[src/hw/rtl/ccsm_pkg.sv]
// ----------------------------------------------------------------------------
// ccsm_pkg
// Shared types, codes and constants of the character-class sequence matcher.
// ----------------------------------------------------------------------------
package ccsm_pkg;

	// Default sizes and fixed field widths.
	localparam int MAX_CLASSES_DEF  = 32;
	localparam int MAX_CONSUMED_DEF = 4095;
	localparam int ALPHABET_SIZE    = 256;
	localparam int WORD_BITS        = 64;
	localparam int WORDS_PER_CLASS  = ALPHABET_SIZE / WORD_BITS;
	localparam int WORD_SEL_W       = 2;
	localparam int CHAR_W           = 8;
	localparam int CLS_IDX_W        = 5;
	localparam int PLEN_CFG_W       = 6;
	localparam int CONSUMED_W       = 12;

	// Item operation codes.
	typedef logic [1:0] op_t;
	localparam op_t OP_LOAD_MASK = 2'd0;
	localparam op_t OP_LOAD_OPER = 2'd1;
	localparam op_t OP_CHAR      = 2'd2;
	localparam op_t OP_END       = 2'd3;

	// Class operator codes.
	typedef logic [1:0] cls_op_t;
	localparam cls_op_t OPR_ONCE = 2'd0;
	localparam cls_op_t OPR_STAR = 2'd1;
	localparam cls_op_t OPR_PLUS = 2'd2;
	localparam cls_op_t OPR_OPT  = 2'd3;

	// Input item payload.
	typedef struct packed {
		op_t                   op;
		logic [CLS_IDX_W-1:0]  class_index;
		logic [WORD_SEL_W-1:0] mask_word_index;
		logic [WORD_BITS-1:0]  mask_word;
		cls_op_t               class_operator;
		logic [CHAR_W-1:0]     subject_char;
	} item_t;

	// Result item payload.
	typedef struct packed {
		logic                  matched;
		logic [CONSUMED_W-1:0] consumed;
	} result_t;

	// Commands from the controller to the datapath.
	typedef struct packed {
		logic load_mask;
		logic load_oper;
		logic start;
		logic reread;
		logic apply;
		logic clear;
	} cmd_t;

	// Status from the datapath to the controller.
	typedef struct packed {
		logic decided;
		logic emit;
		logic more;
		logic out_free;
	} status_t;

endpackage

[src/hw/rtl/ccsm_ctrl.sv]
// ----------------------------------------------------------------------------
// ccsm_ctrl
// Controller: sequences loads, pattern memory reads and class evaluations.
// ----------------------------------------------------------------------------
module ccsm_ctrl (
	input  logic              clk,
	input  logic              arst_n,
	input  logic              item_valid,
	input  ccsm_pkg::op_t     item_op,
	input  ccsm_pkg::status_t status,
	output logic              item_stall,
	output ccsm_pkg::cmd_t    cmd
);

	localparam logic [1:0] ST_IDLE = 2'd0;
	localparam logic [1:0] ST_EVAL = 2'd1;
	localparam logic [1:0] ST_READ = 2'd2;

	logic [1:0] state_q;
	logic [1:0] state_d;
	logic       accept;

	// Items are taken only while no evaluation is in flight.
	assign item_stall = (state_q != ST_IDLE);
	assign accept     = item_valid && !item_stall;

	// Next state and command decode.
	always_comb begin
		state_d = state_q;
		cmd     = '0;
		unique case (state_q)
			ST_IDLE: begin
				if (accept) begin
					unique case (item_op)
						ccsm_pkg::OP_LOAD_MASK: begin
							cmd.load_mask = 1'b1;
						end
						ccsm_pkg::OP_LOAD_OPER: begin
							cmd.load_oper = 1'b1;
						end
						ccsm_pkg::OP_CHAR: begin
							if (!status.decided) begin
								cmd.start = 1'b1;
								state_d   = ST_EVAL;
							end
						end
						ccsm_pkg::OP_END: begin
							if (status.decided) begin
								cmd.clear = 1'b1;
							end else begin
								cmd.start = 1'b1;
								state_d   = ST_EVAL;
							end
						end
						default: begin
							state_d = ST_IDLE;
						end
					endcase
				end
			end
			ST_EVAL: begin
				// A result waits here until the output register can take it.
				if (!status.emit || status.out_free) begin
					cmd.apply = 1'b1;
					state_d   = status.more ? ST_READ : ST_IDLE;
				end
			end
			ST_READ: begin
				cmd.reread = 1'b1;
				state_d    = ST_EVAL;
			end
			default: begin
				state_d = ST_IDLE;
			end
		endcase
	end

	// State register.
	always_ff @(posedge clk or negedge arst_n) begin
		if (!arst_n) begin
			state_q <= ST_IDLE;
		end else begin
			state_q <= state_d;
		end
	end

endmodule

[config.mk]
export PLATFORM = sky130hd
export DESIGN_NAME = ccsm_ctrl
export DESIGN_NICKNAME = d
export VERILOG_FILES = /design/src/hw/rtl/ccsm_pkg.sv /design/src/hw/rtl/ccsm_ctrl.sv
export SDC_FILE = /design/constraint.sdc
export NUM_CORES = 1
export LEC_CHECK = 0
export ABC_AREA = 0
export BUFFER_PORTS_ARGS = -buffer_cell sky130_fd_sc_hd__buf_2
export CORE_AREA = 5 5 42 44
export DETAILED_ROUTE_END_ITERATION = 16
export DIE_AREA = 0 0 47 49
export SLEW_MARGIN = 20
export SYNTH_ARGS = -nofsm -noshare
export SYNTH_HDL_FRONTEND = slang
export SYNTH_SLANG_ARGS = --single-unit
[constraint.sdc]
create_clock -name clk -period 1.1 [get_ports clk]
set_clock_uncertainty 0.15 [all_clocks]
set_input_delay 0.22 -clock clk [delete_from_list [all_inputs] [get_ports clk]]
set_output_delay 0.22 -clock clk [all_outputs]
set_load 0.01 [all_outputs]
==> results of run 1 <==
==> area by class of cell <==
class	instances	share of cell area, %
repair buffers	22	40.34
flip-flops and latches	2	13.79
well taps	16	5.517
clock buffers	3	6.207
inverters	1	1.034
multi-input cells	13	33.10
==> what timing repair did <==
action	4_1_cts	5_1_grt
hold buffers	1	0
pin swaps	1	2
resized for setup	6	1
endpoints found under the hold margin	2	0
endpoints found under the setup margin	8	9
buffers inserted	2	0
==> through the flow <==
| step | cells | worst slack, ps | hold slack, ps | area, sq um | utilization (%) |
|---|---|---|---|---|---|
| 3_5_place_dp | 51 | -157.9 | -143.1 | 284.0 | 20.27 |
| 2_1_floorplan | 16 | -111.0 | -225.6 | 158.9 | - |
| 3_3_place_gp | 51 | -148.9 | -143.7 | 284.0 | 20.27 |
| 6_report | 57 | -350.9 | 105.2 | 362.8 | 25.89 |
| 5_1_grt | 57 | -415.9 | 117.5 | 362.8 | 25.89 |
| 4_1_cts | 57 | -386.3 | 97.88 | 357.8 | 25.54 |
==> worst max-delay path, cell delays in order, from the launching register on <==
cell and delay (ps):
dfrtp_1 390, nor2_4 130, and4bb_2 240, buf_6 100
==> kinds of logic (layout without fill, tap and decap cells) <==
family | Yosys count | in the layout | share of synthesized area, %
flip-flops | 2 | 2 | 31.50
AO/OA/AOI/OAI | 1 | 1 | 7.873
buffers and inverters | 1 | 26 | 2.360
AND/OR/NAND/NOR | 12 | 12 | 58.27
==> metal layers <==
layer	wire [um]	up-vias	part of all wire, %	track usage (%)
met5	0	-	0	0
met4	0	0	0	5.530
met3	98	0	19	3.690
met1	196	92	39	5.714
li1	-	112	-	-
met2	207	15	41	8.824
==> where the power goes <==
group          switching (mW)  internal [mW]
sequential             0.0294         0.0996
clock                  0.0434          0.121
combinational           0.159          0.255
==> placed cells by master (no fill, tap or decap) <==
| cell type | netlist | final |
|---|---|---|
| buf_2 | 0 | 13 |
| buf_4 | 0 | 5 |
| clkbuf_4 | 0 | 3 |
| buf_6 | 0 | 3 |
| nor2b_1 | 2 | 2 |
| and3_1 | 2 | 2 |
| dfrtp_1 | 2 | 2 |
| nor2_4 | 0 | 1 |
| inv_2 | 0 | 1 |
| nor3b_2 | 0 | 1 |
| and4bb_2 | 1 | 1 |
| and4b_1 | 1 | 1 |
| nand3b_1 | 1 | 1 |
| nor3_2 | 0 | 1 |
| nor4bb_1 | 1 | 1 |
| or3b_1 | 1 | 1 |
| a22oi_2 | 1 | 1 |
| dlygate4sd3_1 | 0 | 1 |
==> how the worst max path moves through the flow <==
stage,endpoint,from,slack [ps],cells after the start
floorplan,cmd[5],state_q[1],-110,2
global route,cmd[1],state_q[1],-420,3
CTS,cmd[5],state_q[1],-390,3
finish,cmd[5],state_q[1],-350,3
global placement,state_q[0],state_q[1],-150,3
detailed placement,state_q[0],state_q[1],-160,3
==> impl_metrics.toml, run 1 <==
[drt]
vias = 219
postRouteAntennaNets = 0
drtIter0Drc = 0
wl_per_cell_um = 8.825
drc = 0
drtPass1Iterations = 1
detail_route.wirelength_um = 503
viasPerCell = 3.842

[grt]
grt_pass1_wl_um = 972
grt_pass1_vias = 260
grt_usage_pct = 6.127
grt_max_degree = 6
grt.overflow.total = 0
antenna_found_initial = 0

[sta]
setup_violations = 8
fin_crit_ps = 1451
finalHoldViolations = 0
tightest_slew_ps = 204.1
slew_headroom_pct = 86.21
min_period_over_period_pct = 131.9
setup_ws_ps = -350.9
clock.fmax_mhz = 689.2
rsz0062_at_grt = "yes"
setup_tns_ps = -2392
maxSlewViolCount = 0

[synthesis]
netlist.area_leader.share_pct = 31.50
synth_enable_flop_cells = 0
postSynthAreaPerCell_sq_um = 9.931
yosys_warnings = 0
synth_top_area_cell = "dfrtp_1"
yosysUniqueCellTypes = 13
ys_seq_area_share_pct = 31.50
syn_area_sq_um = 158.9
synthArstFlopShare_pct = 100.0
synth_flop_cell = "dfrtp_1"
synth-seq-cells = 2
synth_common_cells = "and3_1 (2), dfrtp_1 (2), nor2b_1 (2)"
ys_top_cells_by_area = "dfrtp_1 (31%), a22oi_2 (7.9%), and3_1 (7.9%)"
synth_nets = 25
syn_inst = 16

[min_path]
hold_depth = 2
min_from = "status[1]"
hp-class = "input pin to flop"
hold_path_end = "state_q[1]"

[clock_tree]
clockBufferDepth = 2
cts_max_level = 1
path_clk_slew_ps = 30
clock_sink_count = 2
insertion_delay_ps = 220
cts_buffers = 3
cts_root_buffer = "clkbuf_4"
cts_tree = "built"

[finish]
largest_register_ff_count = 2
fin_nets = 52
drive_above_1_share_pct = 73.17
seqCellArea_sq_um = 50.05
num_antenna_cells = 0
area_growth_pct = 128.3
reg_top3 = "state_q x2"
multi_input_area_sq_um = 120.1
fillers = 160
regMostFlops = "state_q"

[outcome]
violations = "setup timing"
status = "complete, but fails checks"

[setup_path]
end_kind = "output port"
required_ps = 730
start_kind = "flop"
ff2ff_path_depth = 3
ff2ff_setup_slack_ps = -190
r2r-start = "state_q[1]"
crit_fanout = 4
setup.worst_path.class = "flop to output port"
worstPathArrival_ps = 1080
r2r_end = "state_q[0]"

[floorplan]
dieArea_sq_um = 2303
io_pins = 16
die_w_um = 47
die_h_um = 49
start_util_pct = 11.34
rows = 14
core_sq_um = 1401

[pwr]
vdd_ir_drop_max_mv = 0.6345
p_per_area_nw_per_um2 = 1947
leakage_nw = 0.1987
power_uw = 706.4

[flow_run]
cap_violations = 0

[place]
place_hpwl_um = 399.5
gp_congestion = 0.6539
portBuffers = 15
No activity file was read; power rests on OpenSTA's default activity.
==> run 2, diff against run 1 <==
- SETUP_SLACK_MARGIN: unset -> 0.5
==> impl_metrics.toml, run 2 (same netlist as run 1, synthesis figures left out) <==
[setup_path]
worstPathArrival_ps = 1130
start_kind = "flop"
r2r_end = "state_q[0]"
ff2ff_setup_slack_ps = -210
end_kind = "output port"
setup.worst_path.class = "flop to output port"
ff2ff_path_depth = 3
r2r-start = "state_q[1]"
required_ps = 730
crit_fanout = 4

[clock_tree]
cts_buffers = 3
clockBufferDepth = 2
insertion_delay_ps = 230
cts_root_buffer = "clkbuf_4"
cts_tree = "built"
path_clk_slew_ps = 30
cts_max_level = 1
postCtsHoldBufs = 1
clock_sink_count = 2

[grt]
grt_max_degree = 6
grt.overflow.total = 0
grt_usage_pct = 6.193
grt_pass1_vias = 249
grt_pass1_wl_um = 993
antenna_found_initial = 0

[pwr]
leakage_nw = 0.2088
power_uw = 708.5
vdd_ir_drop_max_mv = 0.7271
p_per_area_nw_per_um2 = 1821

[outcome]
violations = "hold timing, setup timing"
status = "complete, but fails checks"

[place]
portBuffers = 15
gp_congestion = 0.6444
dp_slack_ps = -195.7
place_area_sq_um = 284.0

[floorplan]
rows = 14
die_h_um = 49
start_util_pct = 11.34
io_pins = 16
dieArea_sq_um = 2303
core_sq_um = 1401
die_w_um = 47

[sta]
rsz0062_at_grt = "yes"
maxSlewViolCount = 0
min_period_over_period_pct = 136.2
setup_tns_ps = -2663
finalHoldViolations = 2
fin_crit_ps = 1499
hold-worst-slack_ps = -201.6
slew_headroom_pct = 84.63
setup_violations = 8
setup_ws_ps = -398.6
clock.fmax_mhz = 667.3
tightest_slew_ps = 230.1

[min_path]
hp-class = "input pin to async pin"

[drt]
postRouteAntennaNets = 0
wl_per_cell_um = 9.845
drtPass1Iterations = 2
drc = 0
vias = 233
detail_route.wirelength_um = 571
viasPerCell = 4.017
drtIter0Drc = 1

[finish]
final_common_cell = "buf_2"
reg_top3 = "state_q x2"
final_cell_mix = "buf_2 (13), buf_4 (6), clkbuf_4 (3), buf_6 (3)"
num_antenna_cells = 0
drive_above_1_share_pct = 83.33
largest_register_ff_count = 2
finalInstanceArea_sq_um = 389.1
final_core_util_pct = 27.77
regMostFlops = "state_q"
fin_nets = 53
area_growth_pct = 144.9

[flow_run]
cap_violations = 0
## run 2: critical path, cell delays in order (launching register included)
cell and delay (ps):
dfrtp_2 430, nor2_4 130, and4bb_2 240, buf_6 100
## run 2: worst max path at each step
stage / cells past startpoint / slack [ps] / start / end
floorplan: 2 / -100 / state_q[1] / cmd[5]
global placement: 3 / -190 / state_q[1] / cmd[1]
detailed placement: 3 / -200 / state_q[1] / cmd[1]
CTS: 3 / -410 / state_q[1] / cmd[5]
global route: 3 / -450 / state_q[1] / cmd[5]
finish: 3 / -400 / state_q[1] / cmd[5]
## run 2: cell type report
class,count,area [sq um]
inverter,1,3.754
clock buffer,3,22.52
tap,16,20.02
sequential,2,52.55
fill,162,1012
multi-input combinational,13,133.9
timing repair buffer,23,156.4
## run 2: timing repair
item                                    4_1_cts  5_1_grt
endpoints found under the hold margin         2        2
setup buffers                                 3        1
pin swaps                                     0        4
endpoints found under the setup margin        9       10
gates resized for setup                       4        6
## run 2: routing by layer
layer	vias up	GRT usage (%)	routed length, um
met5	-	0	0
met4	0	2.765	0
met3	0	5.535	108
met2	14	8.597	240
met1	104	6.360	222
li1	115	-	-
## run 2: through the flow
| stage | std cells | hold WS, ps |
|---|---|---|
| finish | 58 | -201.6 |
| detailed placement | 50 | -141.1 |
| floorplan | 16 | -225.6 |
| global route | 58 | -182.1 |
| global placement | 50 | -143.4 |
| CTS | 57 | 94.70 |
## run 2: report_power, final
part,internal [mW],switching [mW],total [mW]
sequential,0.105,0.0468,0.151
clock,0.121,0.0455,0.166
combinational,0.240,0.151,0.391
==> run 3, diff against run 2 <==
- CELL_PAD_IN_SITES_DETAIL_PLACEMENT: unset -> 1
- CELL_PAD_IN_SITES_GLOBAL_PLACEMENT: unset -> 1
- PLACE_DENSITY_LB_ADDON: unset -> 0.05
==> impl_metrics.toml, run 3 (same netlist as run 1, synthesis figures left out) <==
[sta]
min_period_over_period_pct = 135.5
slew_headroom_pct = 87.08
setup_ws_ps = -391.0
rsz0062_at_grt = "yes"
clock.fmax_mhz = 670.7
tightest_slew_ps = 193.5
setup_violations = 8
finalHoldViolations = 0
fin_crit_ps = 1491
maxSlewViolCount = 0

[finish]
area_growth_pct = 137.8
reg_top3 = "state_q x2"
fin_nets = 53
largest_register_ff_count = 2
final_core_util_pct = 26.96
regMostFlops = "state_q"
num_antenna_cells = 0
final_common_cell = "buf_2"
drive_above_1_share_pct = 83.33
layoutNonFillerInstCount = 58
final_cell_mix = "buf_2 (14), buf_4 (7), clkbuf_4 (3), and3_1 (2), dfrtp_2 (2)"

[outcome]
violations = "setup timing"
status = "complete, but fails checks"

[drt]
drc = 0
wl_per_cell_um = 10.90
wl_met3_um = 108
wl_met1_um = 205
vias = 229
maxUsedRoutingLayer = "met4"
viasPerCell = 3.948
route.met2.wl_um = 301
drtIter0Drc = 0
detail_route.wirelength_um = 632
postRouteAntennaNets = 0
drtPass1Iterations = 1

[setup_path]
worst-path-buf-inv = 1
start_kind = "flop"
end_kind = "output port"
r2r-start = "state_q[1]"
worst_path_largest_cell_delay_ps = 420
crit_fanout = 4
critical_path.top_delay_family = "flip-flops"
setup.worst_path.class = "flop to output port"
crit_path_start = "state_q[1]"
cpMaxStageDelayCell = "dfrtp_2"
worstPathArrival_ps = 1120
required_ps = 730
cp_cell_sequence = "nor2_4 -> and4bb_2 -> buf_6"

[clock_tree]
clock_sink_count = 2
path_clk_slew_ps = 30
insertion_delay_ps = 230
cts_max_level = 1
clockBufferDepth = 2
cts_root_buffer = "clkbuf_4"
cts_buffers = 3
cts_tree = "built"

[grt]
grt_usage_pct = 6.470
grt_pass1_vias = 266
antenna_found_initial = 0
grt_pass1_wl_mm = 1.041
grt_max_degree = 6
grt.overflow.total = 0

[pwr]
p_sw_uw = 238.4
p_per_area_nw_per_um2 = 1825
power_frac_seq_pct = 21.7
p_comb_share_pct = 54.7
swShare_pct = 34.58
pwr-share-clk_pct = 23.6
leakage_nw = 0.1974
power.internal_uw = 451.1
vdd_ir_drop_max_mv = 0.5613

[flow_run]
cap_violations = 0

[floorplan]
dieArea_sq_um = 2303
rows = 14
start_util_pct = 11.34
core_sq_um = 1401
die_h_um = 49
die_w_um = 47
io_pins = 16

[place]
dp_cells = 51
gp_congestion = 0.6600
portBuffers = 15

[min_path]
min_from = "status[1]"
hp-class = "input pin to flop"
[run 3: worst paths after layout]
kind	to	slack (ps)	depth (start not counted)
setup / recovery	cmd[5]	-390	3
hold / removal	state_q[1]	130	2
setup reg to reg	state_q[0]	-200	3
hold reg to reg	state_q[1]	460	2
max in group asynchronous	state_q[0]	530	2
min in group asynchronous	state_q[1]	160	2
[run 3: layer usage]
layer,GRT usage (%),up-vias
met1,5.689,99
met4,6.912,0
li1,-,114
met2,9.955,14
met3,2.583,2
met5,0,-
[run 3: power by group through the flow]
stage / Sequential [mW] / Clock (mW) / Combinational (mW)
global route: 0.155 / 0.180 / 0.412
global placement: 0.151 / 0 / 0.291
CTS: 0.149 / 0.178 / 0.386
detailed placement: 0.148 / 0 / 0.296
finish: 0.149 / 0.163 / 0.378
floorplan: 0.145 / 0 / 0.139
[run 3: metrics by stage]
stage	TNS (ps)	area [sq um]	worst slack [ps]	hold slack, ps	total power, mW
2_1_floorplan	-388.4	166.4	-103.1	-225.6	0.2832
5_1_grt	-3049	377.9	-442.1	129.4	0.7468
3_5_place_dp	-1062	291.5	-190.4	-142.4	0.4444
6_report	-2587	377.9	-391.0	134.2	0.6895
4_1_cts	-2740	377.9	-406.4	127.5	0.7133
3_3_place_gp	-1045	291.5	-187.2	-143.6	0.4420
[run 3: repair_timing]
action / CTS / global route
gates resized for setup: 7 / 0
setup endpoints to repair: 9 / 9
pin swaps: 2 / 0
hold buffers: 1 / 0
hold endpoints to repair: 2 / 0
setup buffers: 3 / 0
[run 3: final cells by class]
type                       instances  area, sq um
sequential                         2        52.55
fill                             178         1023
timing repair buffer              23        143.9
tap                               16        20.02
multi-input combinational         13        135.1
inverter                           1        3.754
clock buffer                       3        22.52
